## src/rtl/ps2mct_pkg.sv

```systemverilog
// Shared types and constants for the PS/2 mouse cursor tracker.
package ps2mct_pkg;

  localparam int unsigned PosW  = 12;
  localparam int unsigned ByteW = 8;
  localparam int unsigned BtnW  = 3;
  localparam int unsigned IdxW  = 8;

  localparam int unsigned OutFieldsW = BtnW + 4 * PosW;
  localparam int unsigned OutDataW   = ((OutFieldsW + 7) / 8) * 8;

  localparam logic [PosW-1:0] ResetXLimit = 12'd1272;
  localparam logic [PosW-1:0] ResetYLimit = 12'd712;
  localparam logic [PosW-1:0] ResetPosX   = 12'd640;
  localparam logic [PosW-1:0] ResetPosY   = 12'd360;

  localparam logic [BtnW-1:0] ButtonMask = 3'h7;

  localparam logic [IdxW-1:0] RegXLimit = 8'd0;
  localparam logic [IdxW-1:0] RegYLimit = 8'd1;

  typedef struct packed {
    logic                    done;
    logic [BtnW-1:0]         buttons;
    logic signed [ByteW-1:0] dx;
    logic signed [ByteW-1:0] dy;
  } packet_t;

endpackage

```

## src/rtl/ps2mct_framer.sv

```systemverilog
// Byte phase counter that groups mouse bytes into three-byte packets.
module ps2mct_framer (
  input  logic                         clk,
  input  logic                         rst,
  input  logic                         beat,
  input  logic [ps2mct_pkg::ByteW-1:0] rx_byte,
  output ps2mct_pkg::packet_t          pkt
);
  import ps2mct_pkg::*;

  typedef enum logic [1:0] {
    PH_FIRST  = 2'd0,
    PH_SECOND = 2'd1,
    PH_THIRD  = 2'd2
  } phase_t;

  phase_t           phase;
  logic [ByteW-1:0] first_byte;
  logic [ByteW-1:0] second_byte;
  logic [ByteW-1:0] neg_byte;

  assign neg_byte    = ByteW'(~rx_byte + 1'b1);
  assign pkt.done    = (phase == PH_THIRD);
  assign pkt.buttons = first_byte[BtnW-1:0] & ButtonMask;
  assign pkt.dx      = second_byte;
  assign pkt.dy      = neg_byte;

  always_ff @(posedge clk) begin
    if (rst) begin
      phase       <= PH_FIRST;
      first_byte  <= '0;
      second_byte <= '0;
    end else if (beat) begin
      case (phase)
        PH_SECOND: begin
          second_byte <= rx_byte;
          phase       <= PH_THIRD;
        end
        PH_THIRD: begin
          phase <= PH_FIRST;
        end
        default: begin
          first_byte <= rx_byte;
          phase      <= PH_SECOND;
        end
      endcase
    end
  end

endmodule

```

## src/rtl/ps2mct_axis.sv

```systemverilog
// One cursor axis: add a signed step and clamp to zero and the limit.
module ps2mct_axis (
  input  logic [ps2mct_pkg::PosW-1:0]         pos,
  input  logic signed [ps2mct_pkg::ByteW-1:0] step,
  input  logic [ps2mct_pkg::PosW-1:0]         limit,
  output logic [ps2mct_pkg::PosW-1:0]         pos_next
);
  import ps2mct_pkg::*;

  localparam int unsigned SumW = PosW + 2;

  logic [SumW-1:0] sum;

  assign sum = {2'b00, pos} + {{(SumW-ByteW){step[ByteW-1]}}, step};

  always_comb begin
    if (sum[SumW-1]) begin
      pos_next = '0;
    end else if (sum[SumW-2:0] > {1'b0, limit}) begin
      pos_next = limit;
    end else begin
      pos_next = sum[PosW-1:0];
    end
  end

endmodule

```

## src/rtl/ps2_mouse_cursor_tracker_core.sv

```systemverilog
// Top level of the PS/2 mouse cursor tracker.
//
// Mouse bytes arrive on the s_axis channel, one byte per beat. Every third
// accepted byte closes a packet: byte 0 gives the buttons, byte 1 the x step,
// byte 2 the y step (negated). The cursor moves by both steps, each axis
// clamped to zero and its limit, and one beat leaves on m_axis with the
// buttons, the new position and the position before the packet.
// Latency: the result is registered and shows on m_axis the cycle after the
// third byte is accepted. Throughput: one byte per cycle while m_axis drains;
// the single result register sets that figure.
// A byte is taken whenever the result register is empty or is being emptied
// in the same cycle; while m_axis stalls with a result pending, s_axis_tready
// stays low.
// The cfg channel writes x_limit (index 0) and y_limit (index 1); other
// indexes are ignored. cfg_ready is always high.
// Reset: byte phase returns to the first byte, the cursor to 640/360, the
// limits to 1272/712, and the result register empties.
module ps2_mouse_cursor_tracker_core (
  input  logic                              clk,
  input  logic                              rst,
  input  logic                              s_axis_tvalid,
  output logic                              s_axis_tready,
  input  logic [ps2mct_pkg::ByteW-1:0]      s_axis_tdata,   // rx_byte
  output logic                              m_axis_tvalid,
  input  logic                              m_axis_tready,
  // button_bits[2:0], cursor_x[14:3], cursor_y[26:15], old_x[38:27], old_y[50:39]
  output logic [ps2mct_pkg::OutDataW-1:0]   m_axis_tdata,
  input  logic                              cfg_valid,
  output logic                              cfg_ready,
  input  logic [ps2mct_pkg::IdxW-1:0]       cfg_index,
  input  logic [ps2mct_pkg::PosW-1:0]       cfg_data
);
  import ps2mct_pkg::*;

  logic            in_beat;
  packet_t         pkt;
  logic            load;

  logic [PosW-1:0] x_limit;
  logic [PosW-1:0] y_limit;
  logic [PosW-1:0] pos_x;
  logic [PosW-1:0] pos_y;
  logic [PosW-1:0] pos_x_next;
  logic [PosW-1:0] pos_y_next;

  logic [BtnW-1:0] out_buttons;
  logic [PosW-1:0] out_x;
  logic [PosW-1:0] out_y;
  logic [PosW-1:0] out_old_x;
  logic [PosW-1:0] out_old_y;

  assign s_axis_tready = !m_axis_tvalid || m_axis_tready;
  assign in_beat       = s_axis_tvalid && s_axis_tready;
  assign load          = in_beat && pkt.done;
  assign cfg_ready     = 1'b1;

  ps2mct_framer u_framer (
    .clk     (clk),
    .rst     (rst),
    .beat    (in_beat),
    .rx_byte (s_axis_tdata),
    .pkt     (pkt)
  );

  ps2mct_axis u_axis_x (
    .pos      (pos_x),
    .step     (pkt.dx),
    .limit    (x_limit),
    .pos_next (pos_x_next)
  );

  ps2mct_axis u_axis_y (
    .pos      (pos_y),
    .step     (pkt.dy),
    .limit    (y_limit),
    .pos_next (pos_y_next)
  );

  always_ff @(posedge clk) begin
    if (rst) begin
      x_limit <= ResetXLimit;
      y_limit <= ResetYLimit;
    end else if (cfg_valid && cfg_ready) begin
      case (cfg_index)
        RegXLimit: x_limit <= cfg_data;
        RegYLimit: y_limit <= cfg_data;
        default: ;
      endcase
    end
  end

  always_ff @(posedge clk) begin
    if (rst) begin
      pos_x         <= ResetPosX;
      pos_y         <= ResetPosY;
      m_axis_tvalid <= 1'b0;
    end else if (load) begin
      pos_x         <= pos_x_next;
      pos_y         <= pos_y_next;
      m_axis_tvalid <= 1'b1;
    end else if (m_axis_tready) begin
      m_axis_tvalid <= 1'b0;
    end
  end

  always_ff @(posedge clk) begin
    if (load) begin
      out_buttons <= pkt.buttons;
      out_x       <= pos_x_next;
      out_y       <= pos_y_next;
      out_old_x   <= pos_x;
      out_old_y   <= pos_y;
    end
  end

  assign m_axis_tdata = {{(OutDataW-OutFieldsW){1'b0}},
                         out_old_y, out_old_x, out_y, out_x, out_buttons};

  a_rise_on_packet: assert property (@(posedge clk) disable iff (rst)
    $rose(m_axis_tvalid) |-> $past(load))
    else $error("result appeared without a closing byte");

  a_load_tracks_pos: assert property (@(posedge clk) disable iff (rst)
    load |=> m_axis_tvalid && out_x == pos_x && out_y == pos_y)
    else $error("result position differs from cursor state");

  a_drain: assert property (@(posedge clk) disable iff (rst)
    m_axis_tvalid && m_axis_tready && !load |=> !m_axis_tvalid)
    else $error("result repeated after being taken");

  a_stall_blocks_input: assert property (@(posedge clk) disable iff (rst)
    m_axis_tvalid && !m_axis_tready |-> !s_axis_tready)
    else $error("byte taken while result is stalled");

endmodule
```

## config.mk

```make
export PLATFORM = sky130hd
export DESIGN_NAME = ps2_mouse_cursor_tracker_core
export DESIGN_NICKNAME = d
export VERILOG_FILES = /design/src/rtl/ps2mct_pkg.sv /design/src/rtl/ps2mct_framer.sv /design/src/rtl/ps2mct_axis.sv /design/src/rtl/ps2_mouse_cursor_tracker_core.sv
export SDC_FILE = /design/constraint.sdc
export NUM_CORES = 1
export LEC_CHECK = 0
export BUFFER_PORTS_ARGS = -buffer_cell sky130_fd_sc_hd__buf_2
export CORE_UTILIZATION = 50
export CTS_BUF_LIST = sky130_fd_sc_hd__clkbuf_4
export DETAILED_ROUTE_END_ITERATION = 10
export MAX_ROUTING_LAYER = met4
export PLACE_DENSITY_LB_ADDON = 0.05
export SLEW_MARGIN = 0
export SYNTH_ARGS = -nofsm -noshare
export SYNTH_HDL_FRONTEND = slang
export SYNTH_SLANG_ARGS = --single-unit
```

## constraint.sdc

```tcl
create_clock -name clk -period 6.5 [get_ports clk]
set_clock_uncertainty 0.1 [all_clocks]
set_input_delay 1.3 -clock clk [delete_from_list [all_inputs] [get_ports clk]]
set_output_delay 1.3 -clock clk [all_outputs]
set_load 0.005 [all_outputs]
```

==> results_dict.tcl, run 1 <==
set metrics [dict create \
    ir_worst_vdd_mv 0.229 \
    min_period_ps 5680 \
    finish.instance_area_um2 6990 \
    ys_warn_count 0 \
    ys_async_sr_fraction_pct 0 \
    synthFlopType "dfxtp_1" \
    wl_mm 13.8 \
    hold_path_class "reg2reg" \
    seqCellArea_um2 2770 \
    maxSlewHeadroom_pct 25.6 \
    die_x_um 112 \
    clkSinkCount 113 \
    via_count 4572 \
    reg2reg_depth 15 \
    synth.most_common_cell "nor2_1" \
    ios 92 \
    cts_setup_buffers 0 \
    drc 4 \
    r2r-start "u_framer.second_byte[6]" \
    nFillCells 1016 \
    critical_path.startpoint "s_axis_tdata[2]" \
    p_int_w 0.00115 \
    die_area_um2 12600 \
    ys_ff_latch 113 \
    wire_per_inst_um 16.2 \
    seq_area_frac_synth_pct 45.5 \
    grt_max_degree 55 \
    worst_slew_pin_slew_ps 1110 \
    min_from "u_framer.first_byte[2]" \
    violations "design-rule violations" \
    grt_pass1_wl_mm 22.3 \
    die_h_um 112 \
    cts_tree "built" \
    rows 39 \
    via_per_inst 5.35 \
    synth_compound_area_share_pct 14.1 \
    critPathArrivalTime_ps 5870 \
    p_per_area_nw_per_um2 225 \
    final_nets 788 \
    cp-start-kind "input port" \
    clkTransAtPathRegs_ps 100 \
    cts_hold_buf 0 \
    synth-simple-area-share_pct 12.6 \
    multi_input_area_um2 3010 \
    p_sw_w 0.000425 \
    coreArea_um2 11700 \
    yosysTopAreaCellShare_pct 25.2 \
    grt_overflow 0 \
    cpMostUsedCell "a21oi_1" \
    drv_cap 0 \
    cts_resized 0 \
    place_area_um2 6650 \
    track_usage_pct 24.0 \
    whs_path_depth 0 \
    fmax_ghz 0.176 \
    synthXorXnorAreaFrac_pct 3.58 \
    cts_root_buf "clkbuf_4" \
    worstSetupPathType "in2reg" \
    synth_edf_count 51 \
    clock_latency_ps 550 \
    synth_commonest_cells "nor2_1, dfxtp_1, ha_1" \
    clkPwrFrac_pct 38.4 \
    area_growth_syn_to_layout_pct 14.8 \
    power.share.combinational_pct 13.2 \
    slowest_delay_ps 580 \
    postRouteAntennaNets 0 \
    switching_share_pct 27.1 \
    status "finished with violations" \
    post-dp-hpwl_mm 10.3 \
    cts.path.max_buffers 2 \
    ys_types 55 \
    numCtsBuffers 17 \
    finish.utilization_pct 59.9 \
    drt_iter0_drc 295 \
    period_share_pct 87.4 \
    cp_max_fo 12 \
    crit_slowest_cell "a2111oi_0" \
    hold_viol 0 \
    place_congestion 0.874 \
    synth_fa_ha_area_share_pct 12.2 \
    synthCells 608 \
    syn_avg_cell_area_um2 10.0 \
    path_delay_family "simple AND/OR/NAND/NOR gates" \
    first_pass_iters 9 \
    crit_buf_inv 3 \
    yosys-top-cells-area "edfxtp_1, dfxtp_1, ha_1" \
    setup_tns_ps 0 \
    cp-end-kind "flop" \
    netlist_area_um2 6090 \
    leakage_nw 3.01 \
    htreeDepth 4 \
    setup_viol 0 \
    synth_mux_area_share_pct 6.58 \
    layout-drive-gt1-share_pct 19.4 \
    port_buffers 85 \
    rsz0062_at_grt "false" \
    seqPwrFrac_pct 48.5 \
    grt_pass1_vias 4578 \
    antenna_found_initial 0 \
    cp_num_cells 19 \
    start_util_pct 52.2 \
    finalMaxSlewViolations 0 \
    synth_top_family_by_area "compound AO/OA/AOI/OAI gates" \
    crit_required_ps 6690 \
    yosys.area.top_type "edfxtp_1" \
    path_cells "buf_2, or4_4, nor4_4, xnor2_2, ha_1, inv_1, a2111oi_0, or3_1, a21oi_1, xnor2_1, ha_1, a21oi_1, o21ai_0, a21oi_1, a21oi_1, nor4_4, buf_12, mux2i_1, nor2_1" \
]
## routing by layer
metal  vias to the layer above  routed length, µm  GRT usage (%)
met4                         0                337           11.1
met5                         -                  0              -
met3                        29                547           5.08
met2                        96               6400           36.9
li1                       2345                  -              -
met1                      2102               6520           30.3
## through the flow
stage	setup WS, ps	hold slack (ps)	total power [W]	cells
floorplan	1060	308	0.000922	612
global placement	529	317	0.000981	821
detailed placement	284	320	0.000984	821
CTS	867	346	0.00159	853
global route	471	357	0.00164	853
finish	819	344	0.00157	854
## registers in the layout, summed over array words and instances, names as in the netlist
name	flops
y_limit	12
pos_x	12
x_limit	12
out_buttons	3
m_axis_tvalid	1
u_framer.phase	2
out_x	12
pos_y	12
out_y	12
out_old_y	12
u_framer.second_byte	8
out_old_x	12
u_framer.first_byte	3
## cells by family (layout without fill, tap and decap cells)
family / count (synthesis) / count (layout)
other: 2 / 7
AOI/OAI and AO/OA: 128 / 128
muxes: 40 / 40
buffers and inverters: 78 / 176
xor gates and xnor gates: 24 / 24
DFF: 113 / 113
and+or+nand+nor: 165 / 165
adders and majority gates: 58 / 58
## worst register-to-register path, stage by stage (launching register included)
cell       delay (ps)
dfxtp_1           350
ha_1              370
a211o_1           360
o221a_2           290
a2111oi_2         470
o31ai_1           150
xnor2_1           170
ha_1              300
nand3_1           110
or4_1             590
o211ai_1          160
nand3_1           110
mux2i_1           380
buf_4             280
mux2i_1           310
nor2_1             70
## power groups by stage
stage	logic (W)	registers [W]	clock network [W]
after floorplan	0.000146	0.000776	0
after global placement	0.000204	0.000777	0
after detailed placement	0.000206	0.000777	0
after CTS	0.000208	0.000761	0.000618
after global routing	0.000232	0.000763	0.000647
final	0.000207	0.000761	0.000602
## placed cells by master (no fill, tap or decap), types with 3 or more instances in the layout
cell type | synthesis | layout
a21o_1 | 3 | 3
nand3_1 | 19 | 19
o31ai_1 | 11 | 11
bufinv_16 | 0 | 4
nor3_1 | 7 | 7
conb_1 | 2 | 6
inv_1 | 52 | 51
a211o_1 | 11 | 11
a211oi_1 | 7 | 7
buf_4 | 6 | 6
o22ai_1 | 3 | 3
o41ai_1 | 6 | 6
a21oi_1 | 42 | 42
or3_1 | 6 | 6
dfxtp_1 | 62 | 62
edfxtp_1 | 51 | 51
nand2_1 | 51 | 51
clkinv_4 | 0 | 4
o21ai_0 | 11 | 11
o21a_1 | 6 | 6
xnor2_1 | 20 | 19
o21ai_1 | 11 | 11
xor2_1 | 3 | 3
buf_2 | 3 | 85
ha_1 | 56 | 56
clkbuf_4 | 0 | 17
nand3b_1 | 3 | 3
mux2i_1 | 40 | 40
nor2_1 | 63 | 62
clkinvlp_4 | 0 | 4
## path summary, 6_finish.rpt
path | endpoint | slack, ps
worst max register to register | out_x[0] | 1690
worst min-delay path | out_buttons[2] | 340
worst min register to register | out_buttons[2] | 340
worst max-delay path | out_y[7] | 820
## layout make-up
cell class	count	share of cell area [%]
clock buffers	17	1.83
multi-input cells	421	43.1
repair buffers	92	7.02
diodes	1	0.0358
inverters	52	2.79
well taps	143	2.56
clock inverters	15	3.01
flip-flops and latches	113	39.7
Power figures use the tool's default switching activity.
==> inputs of run 2 (changes only) <==
- CTS_BUF_LIST: sky130_fd_sc_hd__clkbuf_4 -> sky130_fd_sc_hd__clkbuf_8
==> run 2 against run 1 <==
Net effect:
- the flow still finishes with violations (design-rule violations)
- final cell count decreased by 0.12%
- total power rose by 8.3%
- via count grew 0.46%
==> results_dict.tcl, run 2 (synthesis gave the netlist of run 1 again) <==
set metrics [dict create \
    cts_hold_buf 0 \
    drt_iter0_drc 239 \
    cts_root_buf "clkbuf_8" \
    coreArea_um2 11700 \
    die_x_um 112 \
    fmax_ghz 0.172 \
    period_share_pct 89.3 \
    grt_overflow 0 \
    cts_resized 0 \
    track_usage_pct 23.8 \
    critPathArrivalTime_ps 5890 \
    cp-start-kind "input port" \
    rsz0062_at_grt "false" \
    first_pass_iters 9 \
    leakage_nw 3.05 \
    crit_required_ps 6580 \
    rows 39 \
    layout.cells.non_filler 853 \
    p_per_area_nw_per_um2 240 \
    via_count 4593 \
    pre_cts_ws_ps 284 \
    ir_worst_vdd_mv 0.223 \
    cts_tree "built" \
    clock_latency_ps 430 \
    die_area_um2 12600 \
    clkSinkCount 113 \
    drc 2 \
    worst_slew_pin_slew_ps 1120 \
    grt_pass1_wl_mm 22.3 \
    cp-end-kind "flop" \
    cts_setup_buffers 0 \
    grt_max_degree 55 \
    setup_tns_ps 0 \
    postRouteAntennaNets 0 \
    numCtsBuffers 17 \
    die_h_um 112 \
    wire_per_inst_um 16.3 \
    whs_path_depth 0 \
    layout-drive-gt1-share_pct 19.4 \
    worstSetupPathType "in2reg" \
    post-dp-hpwl_mm 10.3 \
    reg2reg_depth 15 \
    ios 92 \
    final_nets 788 \
    status "finished with violations" \
    grt_pass1_vias 4592 \
    diodes 0 \
    dp_cells 821 \
    violations "design-rule violations" \
    worst_slack_ps 694 \
    setup_viol 0 \
    clkTransAtPathRegs_ps 70 \
    final_cell_mix "buf_2, nor2_1, dfxtp_1, ha_1" \
    port_buffers 85 \
    finalMaxSlewViolations 0 \
    min_period_ps 5810 \
    area_growth_syn_to_layout_pct 16.5 \
    antenna_found_initial 0 \
    hold_viol 0 \
    finish.utilization_pct 60.8 \
    place_congestion 0.874 \
    hold_path_class "reg2reg" \
    drv_cap 0 \
    final_common_cell "buf_2" \
    wl_mm 13.9 \
    cp_max_fo 12 \
    cts.path.max_buffers 2 \
    htreeDepth 4 \
    maxSlewHeadroom_pct 25.3 \
    start_util_pct 52.2 \
    via_per_inst 5.38 \
]
[run 2: changes by cell type in the layout (fill, tap and decap cells not counted), sizes merged]
cell | before | now
diode | 1 | 0
[run 2: metrics by stage]
stage / instance area (µm²) / hold WS, ps / power [W]
3_3_place_gp: 6650 / 317 / 0.000981
4_1_cts: 7090 / 337 / 0.00171
2_1_floorplan: 6100 / 308 / 0.000922
6_report: 7090 / 335 / 0.00170
5_1_grt: 7090 / 347 / 0.00177
3_5_place_dp: 6650 / 320 / 0.000984
[run 2: final timing paths]
check / slack (ps) / endpoint / from
setup / recovery: 690 / out_y[7] / s_axis_tdata[2]
hold / removal: 340 / out_buttons[2] / u_framer.first_byte[2]
setup reg to reg: 1700 / out_x[7] / u_framer.second_byte[6]
hold reg to reg: 340 / out_buttons[2] / u_framer.first_byte[2]
[run 2: power breakdown]
part	leakage, nW	internal [W]	switching [W]	total [W]
Sequential	0.956	0.000755	0.00000682	0.000761
Clock	0.210	0.000422	0.000310	0.000732
Combinational	1.89	0.0000819	0.000125	0.000207
[run 2: final cells by class]
cell class / count / area (µm²)
fill: 1000 / 4570
multi-input combinational: 421 / 3010
sequential: 113 / 2770
timing repair buffer: 92 / 490
clock buffer: 17 / 234
clock inverter: 15 / 210
inverter: 52 / 195
tap: 143 / 179
[run 2: worst max-delay path: stages]
cell,delay (ps)
buf_2,140
or4_4,560
nor4_4,190
xnor2_2,280
ha_1,420
inv_1,80
a2111oi_0,590
or3_1,200
a21oi_1,70
xnor2_1,210
ha_1,280
a21oi_1,140
o21ai_0,90
a21oi_1,140
a21oi_1,120
nor4_4,510
buf_12,210
mux2i_1,290
nor2_1,70
[run 2: per-layer routing]
| layer | GRT usage [%] | vias to the layer above | share of wire, % |
|---|---|---|---|
| li1 | - | 2337 | - |
| met5 | - | - | 0 |
| met4 | 10.1 | 0 | 1.8 |
| met1 | 30.2 | 2142 | 48 |
| met3 | 5.35 | 23 | 3.3 |
| met2 | 36.8 | 91 | 47 |
